### src/tt_pkg.sv
// ----------------------------------------------------------------------------
// tt_pkg: shared types and codes of the transposition table
// Operation and bound codes, fixed field widths and the control groups that
// pass between the table RAM, the probe stage and the top level.
// ----------------------------------------------------------------------------
package tt_pkg;

    // Fixed field widths
    localparam int KEY_WIDTH   = 64;
    localparam int DEPTH_WIDTH = 8;
    localparam int BOUND_WIDTH = 2;

    // Operation codes
    localparam logic KIND_STORE = 1'b0;
    localparam logic KIND_PROBE = 1'b1;

    // Bound kinds held with an entry
    localparam logic [BOUND_WIDTH-1:0] BOUND_EXACT = 2'd0;
    localparam logic [BOUND_WIDTH-1:0] BOUND_UPPER = 2'd1;
    localparam logic [BOUND_WIDTH-1:0] BOUND_LOWER = 2'd2;

    // RAM access control
    typedef struct packed {
        logic wr_en;
        logic rd_en;
    } ram_ctl_t;

    // Probe stage status toward the top level
    typedef struct packed {
        logic ready;   // stage can take a new probe this cycle
        logic busy;    // a probe waits in the compare stage
    } stage_stat_t;

endpackage

### src/tt_match.sv
// ----------------------------------------------------------------------------
// tt_match: probe compare stage and output register
// Holds the probe fields while the RAM read completes, then checks tag,
// depth and bound against the entry and registers the result transaction.
// ----------------------------------------------------------------------------
module tt_match #(
    parameter int SCORE_WIDTH = 24
) (
    input  logic                                 clk,
    input  logic                                 rst_n,
    input  logic                                 issue,
    input  logic [tt_pkg::KEY_WIDTH-1:0]         probe_key,
    input  logic [tt_pkg::DEPTH_WIDTH-1:0]       probe_depth,
    input  logic signed [SCORE_WIDTH-1:0]        probe_alpha,
    input  logic signed [SCORE_WIDTH-1:0]        probe_beta,
    input  logic [SCORE_WIDTH+tt_pkg::KEY_WIDTH+tt_pkg::DEPTH_WIDTH
                  +tt_pkg::BOUND_WIDTH:0]        entry,
    output tt_pkg::stage_stat_t                  stat,
    output logic                                 out_valid,
    input  logic                                 out_ready,
    output logic                                 hit,
    output logic signed [SCORE_WIDTH-1:0]        result_score
);

    localparam int SCORE_LSB = tt_pkg::BOUND_WIDTH;
    localparam int DEPTH_LSB = SCORE_LSB + SCORE_WIDTH;
    localparam int KEY_LSB   = DEPTH_LSB + tt_pkg::DEPTH_WIDTH;
    localparam int VALID_BIT = KEY_LSB + tt_pkg::KEY_WIDTH;

    logic                           s1_valid_reg;
    logic [tt_pkg::KEY_WIDTH-1:0]   s1_key_reg;
    logic [tt_pkg::DEPTH_WIDTH-1:0] s1_depth_reg;
    logic signed [SCORE_WIDTH-1:0]  s1_alpha_reg;
    logic signed [SCORE_WIDTH-1:0]  s1_beta_reg;
    logic                           out_valid_reg;
    logic                           hit_reg;
    logic signed [SCORE_WIDTH-1:0]  score_reg;

    logic                           advance;
    logic                           e_valid;
    logic [tt_pkg::KEY_WIDTH-1:0]   e_key;
    logic [tt_pkg::DEPTH_WIDTH-1:0] e_depth;
    logic signed [SCORE_WIDTH-1:0]  e_score;
    logic [tt_pkg::BOUND_WIDTH-1:0] e_bound;
    logic                           hit_next;
    logic signed [SCORE_WIDTH-1:0]  score_next;

    // Unpack the entry read from the table
    assign e_valid = entry[VALID_BIT];
    assign e_key   = entry[VALID_BIT-1:KEY_LSB];
    assign e_depth = entry[KEY_LSB-1:DEPTH_LSB];
    assign e_score = $signed(entry[DEPTH_LSB-1:SCORE_LSB]);
    assign e_bound = entry[SCORE_LSB-1:0];

    // Move the held probe on when the output register is free
    assign advance    = !out_valid_reg || out_ready;
    assign stat.ready = advance || !s1_valid_reg;
    assign stat.busy  = s1_valid_reg;

    // Resolve hit and score
    always_comb
    begin
        hit_next   = 1'b0;
        score_next = '0;
        if (e_valid && (e_key == s1_key_reg) && (e_depth >= s1_depth_reg))
        begin
            priority if (e_bound == tt_pkg::BOUND_EXACT)
            begin
                hit_next   = 1'b1;
                score_next = e_score;
            end
            else if (e_bound == tt_pkg::BOUND_UPPER && e_score <= s1_alpha_reg)
            begin
                hit_next   = 1'b1;
                score_next = s1_alpha_reg;
            end
            else if (e_bound == tt_pkg::BOUND_LOWER && e_score >= s1_beta_reg)
            begin
                hit_next   = 1'b1;
                score_next = s1_beta_reg;
            end
            else
            begin
                hit_next   = 1'b0;
                score_next = '0;
            end
        end
    end

    // Hold probe fields during the RAM read
    always_ff @(posedge clk or negedge rst_n)
    begin
        if (!rst_n)
        begin
            s1_valid_reg <= 1'b0;
        end
        else if (issue)
        begin
            s1_valid_reg <= 1'b1;
        end
        else if (advance)
        begin
            s1_valid_reg <= 1'b0;
        end
    end

    always_ff @(posedge clk)
    begin
        if (issue)
        begin
            s1_key_reg   <= probe_key;
            s1_depth_reg <= probe_depth;
            s1_alpha_reg <= probe_alpha;
            s1_beta_reg  <= probe_beta;
        end
    end

    // Output register: load a resolved probe, drop on acceptance
    always_ff @(posedge clk or negedge rst_n)
    begin
        if (!rst_n)
        begin
            out_valid_reg <= 1'b0;
        end
        else if (s1_valid_reg && advance)
        begin
            out_valid_reg <= 1'b1;
        end
        else if (out_ready)
        begin
            out_valid_reg <= 1'b0;
        end
    end

    always_ff @(posedge clk)
    begin
        if (s1_valid_reg && advance)
        begin
            hit_reg   <= hit_next;
            score_reg <= score_next;
        end
    end

    assign out_valid    = out_valid_reg;
    assign hit          = hit_reg;
    assign result_score = score_reg;

endmodule
### config.mk
export PLATFORM = sky130hd
export DESIGN_NAME = tt_match
export DESIGN_NICKNAME = d
export VERILOG_FILES = /design/src/tt_pkg.sv /design/src/tt_match.sv
export SDC_FILE = /design/constraint.sdc
export NUM_CORES = 1
export LEC_CHECK = 0
export BUFFER_PORTS_ARGS = -buffer_cell sky130_fd_sc_hd__buf_2
export CAP_MARGIN = 30
export CORE_ASPECT_RATIO = 1.1
export CORE_MARGIN = 3
export CORE_UTILIZATION = 30
export DETAILED_ROUTE_END_ITERATION = 7
export RECOVER_POWER = 25
export SETUP_SLACK_MARGIN = 0.2
export SLEW_MARGIN = 10
export SYNTH_ARGS = -nofsm -noshare
export SYNTH_HDL_FRONTEND = slang
export SYNTH_SLANG_ARGS = --single-unit
### constraint.sdc
create_clock -name clk -period 2.25 [get_ports clk]
set_input_delay 0.1125 -clock clk [delete_from_list [all_inputs] [get_ports clk]]
set_output_delay 0.1125 -clock clk [all_outputs]
set_load 0.01 [all_outputs]
Word-level counts from Yosys, hierarchy flattened

Index checks and enable logic that the tools add are counted.

Reduce and logical (&&, ||, !) cells: 12
Mux-type cells: 10
Equal/unequal tests: 3
$lt $le $gt $ge: 3

Operators by type and width:

| cell               | count |
|---|---|
| $mux 24            | 3 |
| $eq 64x64->1       | 1 |
| $ge 24x24->1       | 1 |
| $le 24x24->1       | 1 |
| $ge 8x8->1         | 1 |
| $mux 1             | 7 |
| $logic_and 1x1->1  | 5 |
| $reduce_bool 2->1  | 2 |
| $eq 2x1->1 const B | 1 |
| $eq 2x2->1 const B | 1 |
| $logic_not 1->1    | 2 |
| $logic_not 2->1    | 1 |
| $logic_or 1x1->1   | 2 |

Output and inout bits: 28
Flip-flop bits (word level): 147

Longest topological paths before layout

Gate-level depths: netlist of run 1.

Depth after elaboration: 5
Depth in mapped cells: 10
Gate-level depth less buffers: 9

Worst setup path after synthesis of run 1

OpenSTA, ideal clock, no wires.

Kind: register to register
Start: reg s1_beta_reg[23]
End: reg score_reg[0], in the netlist result_score[0] (data pin)
Clock period less this slack: 2.365 ns
Data arrival time: 2.175 ns
Cell stages (with the launch flop): 10
Slack: -0.115 ns
Buffers on the path: 0
Setup time: 0.191 ns
Cells stage by stage: edfxtp_1 -> inv_1 -> ha_1 -> nand4_2 -> nor4_2 -> a31oi_1 -> o211a_2 -> a221oi_4 -> nand2_2 -> a2111oi_2

Word-level cells in the longest chain between the ends: 5

Ends and longest elaborated chain:

| item                     | line            | source |
|---|---|---|
| start: declaration       | tt_match.sv:34  | `logic signed [SCORE_WIDTH-1:0] s1_beta_reg;` |
| start signal: assignment | tt_match.sv:114 | `s1_beta_reg <= probe_beta;` |
| $ge 24x24->1             | tt_match.sv:77  | `else if (e_bound == tt_pkg::BOUND_LOWER && e_score >= s1_beta_reg)` |
| $logic_and 1x1->1        | tt_match.sv:77  |  |
| $mux 24                  | tt_match.sv:77  |  |
| $mux 24                  | tt_match.sv:72  | `else if (e_bound == tt_pkg::BOUND_UPPER && e_score <= s1_alpha_reg)` |
| $mux 24                  | tt_match.sv:67  | `priority if (e_bound == tt_pkg::BOUND_EXACT)` |
| end signal: assignment   | tt_match.sv:140 | `score_reg <= score_next;` |
| end: declaration         | tt_match.sv:37  | `logic signed [SCORE_WIDTH-1:0] score_reg;` |

Every way passes these cells.
A chain may end at the register's enable or synchronous reset.

Final worst setup path of run 1

Start: reg s1_alpha_reg[19]
End: reg score_reg[8], in the netlist result_score[8] (data pin)

Word-level cells in the longest chain between the ends: 4

Ends and longest elaborated chain:

| item                     | line            | source |
|---|---|---|
| start: declaration       | tt_match.sv:33  | `logic signed [SCORE_WIDTH-1:0] s1_alpha_reg;` |
| start signal: assignment | tt_match.sv:113 | `s1_alpha_reg <= probe_alpha;` |
| $le 24x24->1             | tt_match.sv:72  |  |
| $logic_and 1x1->1        | tt_match.sv:72  |  |
| $mux 24                  | tt_match.sv:72  |  |
| $mux 24                  | tt_match.sv:67  |  |

Every way passes these cells.

==> results.py, run 1 <==
metrics = {
    "min_path": {
        "hold_path_class": "in2reg",
        "hp-start": "entry[24]",
    },
    "cells_and_area": {
        "fin_nets": 1315,
        "mostFrequentLayoutCell": "buf_2",
        "n_fill_cell": 2156,
        "multiInputGateArea_sq_um": 3110,
        "area.sequential_sq_um": 4400,
        "syn2layout_area_growth_pct": 60.0,
        "drive_gt1_share_pct": 40.9,
        "layout_common_cells": "248 x buf_2, 145 x edfxtp_1, 123 x dlygate4sd3_1",
        "largest_reg_flops": 64,
    },
    "yosys": {
        "synth_ff_type": "edfxtp_1",
        "synthDistinctLibCells": 50,
        "synth_area_per_cell_sq_um": 12.3,
        "ys_ff_latch": 147,
        "ys_warn_count": 0,
        "yosysTopAreaCell": "edfxtp_1",
        "syn_inst": 601,
        "synth.area.top_cells": "edfxtp_1 59%, ha_1 9.5%, xor2_1 4.7%",
        "seq_area_frac_synth_pct": 59.7,
        "synth_edf_count": 145,
        "syn_area_sq_um": 7380,
        "synth_top_area_share_pct": 59.0,
        "async_flop_share_pct": 1.36,
        "syn_nets": 880,
    },
    "sta": {
        "clock.fmax_ghz": 0.394,
        "tightest_slew_ps": 1150,
        "rsz0062_at_grt": "true",
        "fin_ws_ps": -288,
        "fin_tns_setup_ps": -6120,
        "slew_viol_final": 0,
        "skew_ps": 14.7,
        "relSlewSlack_pct": 23.3,
        "timing.final.crit_share_pct": 113,
        "period_minus_slack_ps": 2540,
        "hold_viol_final": 0,
        "setup_violations": 25,
    },
    "status": {
        "outcome": "finished with violations",
        "violations": "setup timing",
    },
    "cts": {
        "clockRootBuffer": "clkbuf_16",
        "clk_latency_ps": 420,
        "htreeDepth": 4,
        "cts_buffer_depth": 2,
        "cts.sinks": 147,
        "numCtsBuffers": 17,
        "clk_pin_slew_ps": 70,
        "tritoncts": "yes",
    },
    "critical_path": {
        "startpoint": "s1_alpha_reg[19]",
        "crit_fanout": 9,
        "worstRegToRegCells": 10,
        "path_class": "reg2reg",
        "arrival_ps": 2700,
        "required_ps": 2410,
        "worstReg2RegStart": "s1_alpha_reg[19]",
        "cp-endpoint": "result_score[8]",
        "regToRegEndpoint": "result_score[8]",
        "endpoint_kind": "register",
        "cp-start-kind": "register",
        "r2r_slack_ps": -290,
    },
    "placement": {
        "io_buffers": 250,
        "gp_congestion": 0.816,
        "hpwl_mm": 16.6,
    },
    "die": {
        "ios": 251,
        "rows": 59,
        "start_util_pct": 30.9,
        "die_area_sq_um": 26500,
        "core_sq_um": 23900,
        "die_h_um": 170,
        "die_w_um": 156,
    },
    "global_route": {
        "grt_pass1_wl_mm": 35.0,
        "track_usage_pct": 17.2,
        "met1_usage_pct": 18.5,
        "grtUsageMet2_pct": 32.6,
        "grt_pass1_vias": 6802,
        "gr-max-usage-layer": "met2",
        "met3_usage_pct": 4.73,
        "grt_max_degree": 41,
        "grt_remaining_overflow": 0,
        "grt_antenna_before_repair": 0,
    },
    "pwr": {
        "total_power_w": 0.00759,
        "ir_drop_uv": 371,
        "power_density_nw_per_um2": 643,
        "p_leak_nw": 5.04,
    },
    "routing": {
        "first_pass_iters": 4,
        "post_drt_via_cell_ratio": 4.69,
        "drt_iter0_markers": 265,
        "post_drt_wl_per_cell_um": 17.4,
        "antenna_left": 0,
        "drc": 0,
        "via_count": 6356,
        "wirelength_mm": 23.6,
    },
    "run": {
        "cap_violations": 0,
    },
}
cells by family after synthesis:
logic type	share of synthesized area, %
buf+inv	5.02
fa+ha+maj	9.49
xor+xnor	5.58
compound gates	12.1
simple gates	8.09
flops	59.7
layout make-up:
type	instances	area share (%)
Clock inverter	14	1.23
Antenna cell	1	0.0212
Timing Repair Buffer	434	25.9
Clock buffer	18	3.63
Multi-Input combinational cell	361	26.3
Tap cell	305	3.23
Inverter	75	2.38
Sequential cell	147	37.3
worst max-delay path: stages (launching register included):
cell      delay, ps
edfxtp_1        350
inv_2            60
ha_4            260
nand4_1         150
nor3_2          260
nand3_1         170
a21o_1          210
a311o_1         390
buf_6           180
o21ai_1         160
a211oi_2         80
metal layers:
| metal | routed length (um) | part of all wire [%] |
|---|---|---|
| met2 | 12900 | 55 |
| met4 | 436 | 1.9 |
| met3 | 1470 | 6.2 |
| met1 | 8810 | 37 |
| met5 | 0 | 0 |
stage by stage:
step                setup slack (ps)  hold slack, ps  std cells  instance area [sq um]  util, %
floorplan                       17.4            -183        601                   7430        -
global placement                -362            -100       1188                   9400     39.3
detailed placement              -342           -98.8       1188                   9400     39.3
CTS                             -245             114       1349                  11500     48.2
global route                    -434             127       1354                  11800     49.4
finish                          -288             125       1355                  11800     49.4
power by group:
part           internal, W  total (W)  leakage (nW)  switching, W
combinational     0.000726    0.00143          3.32      0.000700
clock              0.00156    0.00283         0.272       0.00127
sequential         0.00324    0.00334          1.45     0.0000945
total              0.00553    0.00759          5.04       0.00207
cell usage after synthesis, types with 5 or more instances:
cell       count
ha_1          56
o21ai_0       21
o2bb2ai_1      5
nor4_1        15
o22ai_1        6
clkbuf_1      13
xnor2_1        7
a211oi_1      23
nand4_1       12
edfxtp_1     145
o21ai_1       10
nor2_1        32
a21oi_1       43
a221oi_1       5
inv_1         75
nand2_1       35
nand3_1        6
xor2_1        40
worst min-delay path by stage:
stage                        to  depth (start not counted)
3_3_place_gp       s1_valid_reg                          1
4_1_cts        result_score[17]                          3
5_1_grt        result_score[22]                          3
6_report       result_score[22]                          3
2_1_floorplan         out_valid                          0
3_5_place_dp       s1_valid_reg                          1
timing repair:
action                                  4_1_cts  5_1_grt
cloned                                        1        0
buffers inserted                              5        5
hold buffers                                123        0
endpoints found under the setup margin       25       25
gates resized for setup                      53       54
pin swaps                                    19       15
hold endpoints to repair                    124        0
(Power assumes the default switching activity.)
==> run 2, diff against run 1 <==
--- a/config.mk
+++ b/config.mk
@@ -12,6 +12,7 @@
 export CORE_UTILIZATION = 30
 export DETAILED_ROUTE_END_ITERATION = 7
 export RECOVER_POWER = 25
+export REMOVE_ABC_BUFFERS = 1
 export SETUP_SLACK_MARGIN = 0.2
 export SLEW_MARGIN = 10
 export SYNTH_ARGS = -nofsm -noshare
==> constraint.sdc (replaced) <==
create_clock -name clk -period 2.25 [get_ports clk]
set_input_delay 0.45 -clock clk [delete_from_list [all_inputs] [get_ports clk]]
set_output_delay 0.45 -clock clk [all_outputs]
set_load 0.01 [all_outputs]
==> run 2 against run 1 <==
Effect of this change:
- the run still ends with setup timing left
- clock skew decreased by 0.70 ps
- sequential power about the same
- clock power increased by 3%
- highest routed layer is now met5
- largest cell class unchanged
- largest power group unchanged
==> results.py, run 2 (synthesized netlist as in run 1, its figures left out) <==
metrics = {
    "status": {
        "outcome": "finished with violations",
        "violations": "setup timing",
    },
    "routing": {
        "post_drt_wl_per_cell_um": 18.6,
        "drc": 0,
        "antenna_left": 0,
        "drt_iter0_markers": 254,
        "post_drt_via_cell_ratio": 4.89,
        "wirelength_mm": 23.1,
        "via_count": 6078,
        "first_pass_iters": 4,
    },
    "global_route": {
        "grt_max_degree": 39,
        "grt_pass1_wl_mm": 33.9,
        "grt_remaining_overflow": 0,
        "grt_pass1_vias": 6310,
        "grt_antenna_before_repair": 5,
        "track_usage_pct": 16.8,
    },
    "critical_path": {
        "crit_chain": "inv_1 > ha_4 > nand4_1 > nor4_4 > a31oi_1 > o211a_2 > a221oi_4 > buf_6 > clkbuf_16 > nand2_4 > a211oi_2",
        "slowest_stage": "edfxtp_1",
        "crit_fanout": 6,
        "path_class": "reg2reg",
        "arrival_ps": 2870,
        "cp-start-kind": "register",
        "required_ps": 2510,
        "slowest_delay_ps": 380,
        "endpoint_kind": "register",
    },
    "sta": {
        "hold-worst-slack_ps": 191,
        "relSlewSlack_pct": 68.7,
        "hold_viol_final": 0,
        "fin_ws_ps": -359,
        "clock.fmax_ghz": 0.383,
        "slew_viol_final": 0,
        "tightest_slew_ps": 469,
        "skew_ps": 14.0,
        "timing.final.crit_share_pct": 116,
        "setup_violations": 25,
        "period_minus_slack_ps": 2610,
        "rsz0062_at_grt": "true",
    },
    "cells_and_area": {
        "mostFrequentLayoutCell": "buf_2",
        "syn2layout_area_growth_pct": 45.1,
        "largest_reg_flops": 64,
        "layout_common_cells": "249 x buf_2, 145 x edfxtp_1, 66 x inv_1",
        "finish.utilization_pct": 44.8,
        "fin_nets": 1202,
        "drive_gt1_share_pct": 46.8,
        "final_area_sq_um": 10700,
    },
    "pwr": {
        "p_leak_nw": 4.60,
        "total_power_w": 0.00754,
        "power_density_nw_per_um2": 704,
        "ir_drop_uv": 455,
    },
    "cts": {
        "cts_buffer_depth": 2,
        "cts.sinks": 147,
        "clk_latency_ps": 430,
        "tritoncts": "yes",
        "clk_pin_slew_ps": 70,
        "clockRootBuffer": "clkbuf_16",
        "htreeDepth": 4,
        "numCtsBuffers": 17,
    },
    "die": {
        "die_h_um": 170,
        "die_w_um": 156,
        "start_util_pct": 30.9,
        "die_area_sq_um": 26500,
        "core_sq_um": 23900,
        "rows": 59,
        "ios": 251,
    },
    "min_path": {
        "hold_path_class": "in2reg",
    },
    "placement": {
        "place_area_sq_um": 9430,
        "hpwl_mm": 16.8,
        "io_buffers": 250,
        "gp_congestion": 0.810,
    },
    "run": {
        "cap_violations": 0,
    },
}
==> run 2: cell count changes in the layout (fill, tap and decap cells not counted), sizes merged <==
cell	delta
buf	+9
clkinvlp	-2
dlygate4sd3	-122
inv	+5
clkbuf	-1
clkinv	-2
==> run 2: report_power, final <==
group          leakage (nW)  internal, W  switching [W]
logic                  2.86     0.000609       0.000685
clock network         0.287      0.00158        0.00133
registers              1.45      0.00324      0.0000905
total                  4.60      0.00543        0.00211
==> run 2: final timing paths <==
| check | start | endpoint | slack (ps) | cells after the start |
|---|---|---|---|---|
| max in group asynchronous | rst_n | s1_valid_reg | 1800 | 2 |
| max | s1_beta_reg[13] | result_score[19] | -360 | 11 |
| min reg2reg | s1_valid_reg | out_valid | 520 | 1 |
| min in group asynchronous | rst_n | out_valid | 350 | 2 |
| max reg2reg | s1_beta_reg[13] | result_score[19] | -360 | 11 |
| min | probe_key[15] | s1_key_reg[15] | 190 | 1 |
==> run 2: area by class of cell <==
class                      instances  area [sq um]
clock inverter                    15           159
antenna                            1          2.50
tap                              305           382
multi-input combinational        361          3110
sequential                       147          4400
inverter                          75           282
fill                            2215         13200
timing repair buffer             321          1950
clock buffer                      17           425
==> run 2: metrics by stage <==
step,setup slack (ps),std cells,TNS (ps)
4_1_cts,-298,1236,-6590
6_report,-359,1242,-7290
5_1_grt,-481,1241,-10300
3_5_place_dp,-580,1195,-13090
3_3_place_gp,-474,1195,-11100
2_1_floorplan,-502,583,-8680
==> run 2: per-layer routing <==
layer / global-route usage, % / vias to the layer above / wire length (um)
li1: - / 2870 / -
met1: 19.5 / 2858 / 8810
met2: 28.5 / 293 / 11500
met3: 6.25 / 49 / 2150
met4: 6.32 / 8 / 636
met5: 0 / - / 55
==> run 2: worst max-delay path, delay by kind of cell, from the launching register on <==
kind	cells	cell delay, ps
AOI/OAI and AO/OA	4	800
and+or+nand+nor	3	560
buffers and inverters	3	420
DFF	1	380
adders and majority gates	1	270
==> run 2: repair_timing <==
item | CTS | global route
hold buffers | 1 | 0
endpoints found under the hold margin | 2 | 0
pin swaps | 19 | 23
endpoints found under the setup margin | 25 | 25
cloned | 2 | 2
resized for setup | 66 | 41
buffers inserted | 6 | 3
